### src/hdl/pwm_pkg.sv
// Shared types and constants for the window mask unit.
// Used by pwm_layer_logic and ppu_window_mask_unit; depends on nothing.
`default_nettype none

package pwm_pkg;

  localparam int unsigned NumPlainLayers = 5;
  localparam int unsigned NumLayers      = 6;
  localparam int unsigned CfgIdxW        = 3;
  localparam int unsigned CfgDataW       = 16;

  // Register indexes on the configuration port
  localparam logic [CfgIdxW-1:0] REG_WIN1   = 3'd0;
  localparam logic [CfgIdxW-1:0] REG_WIN2   = 3'd1;
  localparam logic [CfgIdxW-1:0] REG_BG1    = 3'd2;
  localparam logic [CfgIdxW-1:0] REG_BG2    = 3'd3;
  localparam logic [CfgIdxW-1:0] REG_BG3    = 3'd4;
  localparam logic [CfgIdxW-1:0] REG_BG4    = 3'd5;
  localparam logic [CfgIdxW-1:0] REG_OBJ    = 3'd6;
  localparam logic [CfgIdxW-1:0] REG_COLOR  = 3'd7;

  typedef enum logic [1:0] {
    LOGIC_OR   = 2'd0,
    LOGIC_AND  = 2'd1,
    LOGIC_XOR  = 2'd2,
    LOGIC_XNOR = 2'd3
  } win_logic_e;

  typedef enum logic [1:0] {
    CMODE_ALWAYS  = 2'd0,
    CMODE_INSIDE  = 2'd1,
    CMODE_OUTSIDE = 2'd2,
    CMODE_NEVER   = 2'd3
  } color_mode_e;

  // Low six bits of a layer settings register, MSB first
  typedef struct packed {
    win_logic_e combine;
    logic       inv2;
    logic       en2;
    logic       inv1;
    logic       en1;
  } win_ctrl_t;

endpackage

`default_nettype wire

### src/hdl/pwm_layer_logic.sv
// Window combine logic for one layer: two window tests in, one mask bit out.
// Depends on pwm_pkg for the control struct and combine codes.
`default_nettype none

module pwm_layer_logic (
  input  pwm_pkg::win_ctrl_t ctrl_i,
  input  logic               in_win1_i,
  input  logic               in_win2_i,
  output logic               hit_o
);
  import pwm_pkg::*;

  logic w1, w2, combined;

  assign w1 = in_win1_i ^ ctrl_i.inv1;
  assign w2 = in_win2_i ^ ctrl_i.inv2;

  always_comb begin
    case (ctrl_i.combine)
      LOGIC_OR:   combined = w1 | w2;
      LOGIC_AND:  combined = w1 & w2;
      LOGIC_XOR:  combined = w1 ^ w2;
      LOGIC_XNOR: combined = ~(w1 ^ w2);
      default:    combined = 1'b0;
    endcase
  end

  // No window enabled gives the clear value
  always_comb begin
    case ({ctrl_i.en2, ctrl_i.en1})
      2'b01:   hit_o = w1;
      2'b10:   hit_o = w2;
      2'b11:   hit_o = combined;
      default: hit_o = 1'b0;
    endcase
  end

endmodule

`default_nettype wire

### src/hdl/ppu_window_mask_unit.sv
// Top level of the window mask unit: config registers, two-stage item pipeline.
// Depends on pwm_pkg and pwm_layer_logic.
//
// Each item on the slave stream is one pixel column; one result item with the
// main and sub screen masks for the six layers comes out for it. The block takes
// one item per cycle while the master side does not stall it: the column is registered,
// the window compares and combine gates run combinationally on it, and the masks land in
// the output register. Backpressure on the master side stalls both stages, and
// the input side keeps accepting as long as a stage is free. Configuration
// writes are always ready and take effect in the next cycle; write them only
// while no item is in flight.
`default_nettype none

module ppu_window_mask_unit (
  input  logic                          clk_i,
  input  logic                          rst_ni,
  input  logic                          s_axis_tvalid,
  output logic                          s_axis_tready,
  input  logic [7:0]                    s_axis_tdata,   // [7:0] pixel_x
  output logic                          m_axis_tvalid,
  input  logic                          m_axis_tready,
  output logic [15:0]                   m_axis_tdata,   // [5:0] main_mask, [11:6] sub_mask
  input  logic                          cfg_valid_i,
  output logic                          cfg_ready_o,
  input  logic [pwm_pkg::CfgIdxW-1:0]   cfg_index_i,
  input  logic [pwm_pkg::CfgDataW-1:0]  cfg_data_i
);
  import pwm_pkg::*;

  // Configuration registers
  logic [15:0] win1_q, win2_q;
  logic [7:0]  layer_q [NumPlainLayers];
  logic [9:0]  color_q;

  logic cfg_we;
  assign cfg_ready_o = 1'b1;
  assign cfg_we      = cfg_valid_i & cfg_ready_o;

  always_ff @(posedge clk_i or negedge rst_ni) begin
    if (!rst_ni) begin
      win1_q  <= '0;
      win2_q  <= '0;
      color_q <= '0;
      for (int i = 0; i < NumPlainLayers; i++) begin
        layer_q[i] <= '0;
      end
    end else if (cfg_we) begin
      case (cfg_index_i)
        REG_WIN1:  win1_q     <= cfg_data_i;
        REG_WIN2:  win2_q     <= cfg_data_i;
        REG_BG1:   layer_q[0] <= cfg_data_i[7:0];
        REG_BG2:   layer_q[1] <= cfg_data_i[7:0];
        REG_BG3:   layer_q[2] <= cfg_data_i[7:0];
        REG_BG4:   layer_q[3] <= cfg_data_i[7:0];
        REG_OBJ:   layer_q[4] <= cfg_data_i[7:0];
        REG_COLOR: color_q    <= cfg_data_i[9:0];
        default:   ;
      endcase
    end
  end

  // Pipeline handshake
  logic       in_vld_q, out_vld_q;
  logic [7:0] x_q;
  logic       out_free, in_free;

  assign out_free      = ~out_vld_q | m_axis_tready;
  assign in_free       = ~in_vld_q | out_free;
  assign s_axis_tready = in_free;

  always_ff @(posedge clk_i or negedge rst_ni) begin
    if (!rst_ni) begin
      in_vld_q  <= 1'b0;
      out_vld_q <= 1'b0;
    end else begin
      if (in_free) in_vld_q <= s_axis_tvalid;
      if (out_free) out_vld_q <= in_vld_q;
    end
  end

  always_ff @(posedge clk_i) begin
    if (in_free && s_axis_tvalid) x_q <= s_axis_tdata;
  end

  // Window compares, shared by all layers
  logic in_win1, in_win2;
  assign in_win1 = (x_q >= win1_q[7:0]) && (x_q <= win1_q[15:8]);
  assign in_win2 = (x_q >= win2_q[7:0]) && (x_q <= win2_q[15:8]);

  logic [NumLayers-1:0] hit;
  logic [5:0]           main_d, sub_d;
  logic [5:0]           main_q, sub_q;

  for (genvar g = 0; g < NumPlainLayers; g++) begin : g_plain
    pwm_layer_logic u_layer (
      .ctrl_i    (win_ctrl_t'(layer_q[g][5:0])),
      .in_win1_i (in_win1),
      .in_win2_i (in_win2),
      .hit_o     (hit[g])
    );
    assign main_d[g] = hit[g] & layer_q[g][6];
    assign sub_d[g]  = hit[g] & layer_q[g][7];
  end

  pwm_layer_logic u_color (
    .ctrl_i    (win_ctrl_t'(color_q[5:0])),
    .in_win1_i (in_win1),
    .in_win2_i (in_win2),
    .hit_o     (hit[NumLayers-1])
  );

  function automatic logic color_bit(color_mode_e mode, logic win);
    case (mode)
      CMODE_ALWAYS:  return 1'b1;
      CMODE_INSIDE:  return win;
      CMODE_OUTSIDE: return ~win;
      default:       return 1'b0;
    endcase
  endfunction

  assign main_d[NumLayers-1] = color_bit(color_mode_e'(color_q[7:6]), hit[NumLayers-1]);
  assign sub_d[NumLayers-1]  = color_bit(color_mode_e'(color_q[9:8]), hit[NumLayers-1]);

  always_ff @(posedge clk_i) begin
    if (out_free && in_vld_q) begin
      main_q <= main_d;
      sub_q  <= sub_d;
    end
  end

  assign m_axis_tvalid = out_vld_q;
  assign m_axis_tdata  = {4'b0000, sub_q, main_q};

  // A stalled column must not be overwritten
  a_hold_stage1: assert property (@(posedge clk_i) disable iff (!rst_ni)
    (in_vld_q && !out_free) |=> (in_vld_q && $stable(x_q)))
    else $error("stage one item lost under stall");

  // A result appears only from an item held in stage one
  a_out_source: assert property (@(posedge clk_i) disable iff (!rst_ni)
    $rose(out_vld_q) |-> $past(in_vld_q))
    else $error("result without source item");

  // An empty pipeline always takes an item
  a_empty_ready: assert property (@(posedge clk_i) disable iff (!rst_ni)
    (!in_vld_q && !out_vld_q) |-> s_axis_tready)
    else $error("empty pipeline not ready");

endmodule

`default_nettype wire

### config.mk
export PLATFORM = sky130hd
export DESIGN_NAME = ppu_window_mask_unit
export DESIGN_NICKNAME = d
export VERILOG_FILES = /design/src/hdl/pwm_pkg.sv /design/src/hdl/pwm_layer_logic.sv /design/src/hdl/ppu_window_mask_unit.sv
export SDC_FILE = /design/constraint.sdc
export NUM_CORES = 1
export LEC_CHECK = 0
export ABC_AREA = 1
export BUFFER_PORTS_ARGS = -buffer_cell sky130_fd_sc_hd__buf_4
export CAP_MARGIN = 20
export CORE_ASPECT_RATIO = 0.9
export CORE_UTILIZATION = 51
export CTS_CLUSTER_SIZE = 12
export DETAILED_ROUTE_END_ITERATION = 12
export PLACE_DENSITY = 0.69
export SYNTH_ARGS = -nofsm -noshare
export SYNTH_HDL_FRONTEND = slang
export SYNTH_SLANG_ARGS = --single-unit
### constraint.sdc
create_clock -name clk_i -period 4.9 [get_ports clk_i]
set_input_delay 0.98 -clock clk_i [delete_from_list [all_inputs] [get_ports clk_i]]
set_output_delay 0.98 -clock clk_i [all_outputs]
set_load 0.02 [all_outputs]
# [Word level (Yosys, flattened, before mapping)]
# Index checks and enable logic that the tools add are counted.
[word_totals] elab_cells=150 register_bits=104 output_inout_bits=19 in_bits=32
[classes] eq_ne=47 reduce_logical=21 n_mux=14 n_lt_le_gt_ge=4 n_bitwise=51
[ops] op="2-bit equality test (second input constant)" n=26
[ops] op="2-bit by 1-bit equality test with 1-bit output (second input constant)" n=14
[ops] op="1-bit case mux with 3 select lines" n=8
[ops] op="1-bit case mux with 4 select lines" n=6
[ops] op="1-bit bitwise XOR" n=18
[ops] op="1-bit bitwise AND" n=16
[ops] op="8-bit >= comparator" n=2
[ops] op="8-bit <= comparator" n=2
[ops] op="2-bit zero test" n=8
[ops] op="2-bit AND reduction" n=8
[ops] op="3-bit equality test (second input constant)" n=4
[ops] op="1-bit NOT" n=9
[ops] op="1-bit OR" n=8
[ops] op="3-bit by 2-bit equality test with 1-bit output (second input constant)" n=2
[ops] op="1-bit logical AND" n=4
[ops] op="3-bit by 1-bit equality test with 1-bit output (second input constant)" n=1
[ops] op="3-bit zero test" n=1

# [Depth between registers and ports, before layout]
[depth] depth_word=9 ltp_mapped=23 ltp_nobuf=23

# [Modules after synthesis]
# Synthesis repeated with hierarchy kept, for this count alone.
[unflattened] hier_cells=680 area_unflattened_um2=5591.6
[modules_own_cells] module="ppu_window_mask_unit" instances=1 cells_per_inst=500 area_each_um2=4728.3
[modules_own_cells] module="pwm_layer_logic" instances=6 cells_per_inst=30 area_each_um2=143.9

# [Worst setup path before layout]
# OpenSTA, ideal clock, no wires.
[synth_timing] path_kind="reg-to-reg" start="reg x_q[7]" end="reg main_q[5] (data pin)" required_ns=4.648 path_stages_with_launch=18 setup_ns=0.252 t_arrival_ns=2.298 slack_ns=2.350 path_buffers=0 cell_sequence="edfxtp_1 -> ha_1 -> a21o_1 -> nor2_2 -> nand3_4 -> nand2_8 -> nand2_2 -> nand2_1 -> inv_1 -> ha_1 -> nor2_1 -> nand2_1 -> nand3_1 -> nand2_1 -> a21oi_1 -> nand2_1 -> nand3_1 -> nand2_1"
[synth_via] elab_chain_len=9 word_cells_on_any_way=16 classes_between="order compare (4); mux (3); bitwise (7); reduce/logical (2)"
[synth_rtl] element="start: declaration" line_no="ppu_window_mask_unit.sv:64" rtl="logic [7:0] x_q;"
[synth_rtl] element="start signal: assignment" line_no="ppu_window_mask_unit.sv:82" rtl="if (in_free && s_axis_tvalid) x_q <= s_axis_tdata;"
[synth_rtl] element="8-bit >= comparator (tied with other cells)" line_no="ppu_window_mask_unit.sv:87" rtl="assign in_win1 = (x_q >= win1_q[7:0]) && (x_q <= win1_q[15:8]);"
[synth_rtl] element="1-bit logical AND, on equally long branches" line_no="ppu_window_mask_unit.sv:87, ppu_window_mask_unit.sv:88"
[synth_rtl] element="1-bit bitwise XOR, on equally long branches" line_no="pwm_layer_logic.sv:15, pwm_layer_logic.sv:16"
[synth_rtl] element="1-bit bitwise XOR" line_no="pwm_layer_logic.sv:22, pwm_layer_logic.sv:23"
[synth_rtl] element="1-bit NOT" line_no="pwm_layer_logic.sv:23" rtl="LOGIC_XNOR: combined = ~(w1 ^ w2);"
[synth_rtl] element="1-bit case mux with 4 select lines" line_no="pwm_layer_logic.sv:19" rtl="case (ctrl_i.combine)"
[synth_rtl] element="1-bit case mux with 3 select lines (*)" line_no="pwm_layer_logic.sv:30" rtl="case ({ctrl_i.en2, ctrl_i.en1})"
[synth_rtl] element="1-bit NOT" line_no="ppu_window_mask_unit.sv:116" rtl="CMODE_OUTSIDE: return ~win;"
[synth_rtl] element="1-bit case mux with 3 select lines (*)" line_no="ppu_window_mask_unit.sv:113" rtl="case (mode)"
[synth_rtl] element="via main_d[5]" line_no="ppu_window_mask_unit.sv:91" rtl="logic [5:0] main_d, sub_d;"
[synth_rtl] element="end signal: assignment" line_no="ppu_window_mask_unit.sv:126" rtl="main_q <= main_d;"
[synth_rtl] element="end: declaration" line_no="ppu_window_mask_unit.sv:92" rtl="logic [5:0] main_q, sub_q;"
# Mark *: on every way through the listed nets, which the timed path passes. The rest lies on a longest branch.
# A chain may end at the register's enable or synchronous reset.

# [Worst setup path in the final report]
[layout_timing] start="reg x_q[5]" end="reg sub_q[5] (data pin)"
[layout_via] elab_chain_len=9 word_cells_on_any_way=16 classes_between="order compare (4); mux (3); bitwise (7); reduce/logical (2)"
[layout_rtl] element="8-bit >= comparator (tied with other cells)" line_no="ppu_window_mask_unit.sv:87"
[layout_rtl] element="1-bit logical AND, on equally long branches" line_no="ppu_window_mask_unit.sv:87, ppu_window_mask_unit.sv:88"
[layout_rtl] element="1-bit bitwise XOR, on equally long branches" line_no="pwm_layer_logic.sv:15, pwm_layer_logic.sv:16"
[layout_rtl] element="1-bit bitwise XOR" line_no="pwm_layer_logic.sv:22, pwm_layer_logic.sv:23"
[layout_rtl] element="1-bit NOT" line_no="pwm_layer_logic.sv:23"
[layout_rtl] element="1-bit case mux with 4 select lines" line_no="pwm_layer_logic.sv:19"
[layout_rtl] element="1-bit case mux with 3 select lines (*)" line_no="pwm_layer_logic.sv:30"
[layout_rtl] element="1-bit NOT" line_no="ppu_window_mask_unit.sv:116"
[layout_rtl] element="1-bit case mux with 3 select lines (*)" line_no="ppu_window_mask_unit.sv:113"
[layout_rtl] element="via sub_d[5]" line_no="ppu_window_mask_unit.sv:91"
[layout_rtl] element="end signal: assignment" line_no="ppu_window_mask_unit.sv:127" rtl="sub_q <= sub_d;"
[layout_rtl] element="end: declaration" line_no="ppu_window_mask_unit.sv:92"
# Marks and branches as above.

==> metrics.md <==
| Metric | Value |
|---|---|
| Status | complete, but fails checks |
| Failing checks | design-rule violations |
| Post-layout util | 60.6% |
| Worst-path clk slew | 70 ps |
| First-pass GRT wire length | 19.5 mm |
| Sequential share of the synthesized area | about half |
| Worst Hold Class | flop to flop |
| Worst vdd ir | 0.234 mV |
| Post-route setup TNS | 0 ps |
| Hold buffer count at CTS | 0 |
| Rel. slew slack | 32.4% |
| Port Buffers | 45 |
| CP peak stage delay | 460 ps |
| Die X | 112 µm |
| DIE HEIGHT | 101 µm |
| Cell Chain, Critical Path | ha_1 > a21oi_1 > nor2_1 > nor2_2 > nand3_4 > nand2_8 > nand2_2 > nand2_1 > inv_1 > ha_1 > nor2_1 > nand2_1 > nand3_1 > nand2_1 > a21oi_1 > nand2_1 > nand3_1 > nand2_1 |
| Actual slew at the worst max-slew pin | 1010 ps |
| Antenna violations before repair | 0 |
| Diode count | 0 |
| Reg area | 2700 µm² |
| Area after DPL | 5980 µm² |
| Synth-to-Final Area Change | 13.8% |
| Pins Over Slew Limit | 0 |
| Pre-Repair DR Iteration Count | 10 |
| Minimum clock period | about 2900 ps |
| CTS max path bufs | 2 |
| Power, Total | roughly 2.6 mW |
| Count of final hold-check violations | 0 |
| Post-CTS Setup Bufs | 0 |
| Max-cap viol count | 0 |
| Routed vias/inst | approximately 5 |
| Ys Warns | 0 |
| Non-filler instance count after layout | 832 |
| Root Buffer | clkbuf_16 |
| Synth Register Bits | 104 |
| Total number of H-tree levels | 3 |
| WHS | 484 ps |
| # placed instances | 816 |
| Starting DRT DRC Count | 267 |
| GR Overflow Total | 0 |
| CTS tree | done |
| Nature of the critical path startpoint | flop |
| Post-CTS Resized | 0 |
| Pre-CTS setup slack | 2070 ps |
| Rows | 35 |
| Core area | 10400 µm² |
| Area of the multi-input gates | 2330 µm² |
| Routability Congestion | ~0.84 |
| Fmax | 0.349 GHz |
| Post-Syn Area | approximately 5500 µm² |
| RSZ-0062 raised after global routing | false |
| CP Max Fanout | 8 |
| Global-route usage over all layers | between 20% and 30% |
| # DRC | 1 |
| Nets | 775 |
| Setup violators final | 0 |
| Fraction of layout instances using a drive strength above 1 | 12.2% |
| Setup ws final | around 2000 ps |
| Area of the die | around 11000 µm² |
| ANT nets after route | 0 |
| Final HPWL DP | approximately 8.5 mm |
| Worst skew pair latency | 350 ps |
| Finished Cell Area | roughly 6300 µm² |
| Number of global-route vias before repair | about 4000 |
| Most used cell, CP | nand2_1 |
| Clk sinks | 104 |
| Pwr/cell area | 421 nW/µm² |
| Yosys cell types | 28 |
| Critical path class | flop to flop |
| I/O pins | between 50 and 60 |
| Worst EP arrival | 2970 ps |
| LEAKAGE | approximately 3.3 nW |
| Vias | 4233 |
| Total wire length | 11.7 mm |
| Final Skew | about 9.8 ps |
| Worst path slowest cell | edfxtp_1 |
| Largest net degree at the start of global routing | 47 |
| Mapped Cells | 655 |
| Worst endpoint required time | about 5000 ps |
| Syn Area/Cell | between 8 and 9 µm² |
| Fillcell total | about 900 |
| Crit end category | flop |
| Per-cell routed wire length | around 14 µm |
| Final cycle utilization of the critical path | between 50% and 60% |
| Initial core utilization | a little over half |
| Total clock buffers created by CTS | 9 |
critical path, delay by kind of cell (launching register included):
kind | cells | cell delay, ps
and+or+nand+nor | 13 | 1230
adders and majority gates | 2 | 610
DFF | 1 | 460
AOI/OAI and AO/OA | 2 | 250
buffers and inverters | 1 | 40
registers in the layout, summed over array words and instances, names as in the netlist:
signal         count
color_q           10
in_vld_q           1
layer_q           40
m_axis_tvalid      1
main_q             6
sub_q              6
win1_q            16
win2_q            16
x_q                8
area by class of cell:
type | count | share of cell area, %
multi-input cells | 422 | 37.0
inverters | 114 | 6.80
flip-flops and latches | 104 | 43.0
clock inverters | 4 | 0.815
repair buffers | 48 | 5.79
well taps | 129 | 2.57
clock buffers | 11 | 4.04
layer usage:
layer / vias to the layer above / wire [µm] / global-route usage [%]
met2: 90 / 5340 / 36.1
met4: 0 / 180 / 6.86
met5: - / 0 / 0
met1: 1971 / 5590 / 30.3
met3: 14 / 571 / 6.19
li1: 2158 / - / -
worst paths after layout:
kind / start / end / slack (ps) / depth (start not counted)
max in group asynchronous: rst_ni / layer_q[33] / 3320 / 2
setup / recovery: x_q[5] / sub_q[5] / 2030 / 18
hold / removal: layer_q[30] / layer_q[30] / 480 / 2
setup reg to reg: x_q[5] / sub_q[5] / 2030 / 18
hold reg to reg: layer_q[30] / layer_q[30] / 480 / 2
min in group asynchronous: rst_ni / win2_q[9] / 600 / 1
cells in the mapped netlist:
cell type	number	area, µm²
ha_1	44	551
inv_1	113	424
nand3_1	29	145
nand4_2	1	12.5
conb_1	2	7.51
buf_4	5	37.5
nor3_1	1	5.00
nand3b_1	5	37.5
nand2_8	1	20.0
inv_2	1	3.75
a21o_1	3	22.5
o211ai_1	4	30.0
nand3_4	1	17.5
nor2_1	23	86.3
o21ai_0	89	445
nand2_4	2	22.5
nand3_2	1	10.0
clkbuf_1	13	48.8
edfxtp_1	20	601
nor2_4	1	11.3
nand2_2	11	68.8
nor2_2	3	18.8
nand2_1	175	657
nand4_4	1	21.3
a21oi_1	15	75.1
nand4_1	2	12.5
dfrtp_1	84	2100
o21a_1	5	37.5
cell usage in the layout (no fill, tap or decap), types with 10 or more instances in the layout:
master	Yosys	layout
clkbuf_16	0	10
ha_1	44	44
inv_1	113	113
edfxtp_1	20	20
o21ai_0	89	89
buf_4	5	47
dfrtp_1	84	84
nand2_1	175	175
a21oi_1	15	15
nor2_1	23	23
nand2_2	11	11
nand3_1	29	29
cells by family after synthesis:
kind of cell / after synthesis / synth area share (%)
other: 2 / 0.136
AOI/OAI and AO/OA: 116 / 11.0
and+or+nand+nor: 257 / 20.7
adders and majority gates: 44 / 9.95
buffers and inverters: 132 / 9.30
DFF: 104 / 48.9
report_power, final:
group | internal, mW | switching [mW] | total (mW)
Combinational | 0.294 | 0.470 | 0.764
Sequential | 1.04 | 0.0975 | 1.14
Clock | 0.426 | 0.316 | 0.741
Total | 1.76 | 0.883 | 2.65
(Power assumes the default switching activity.)
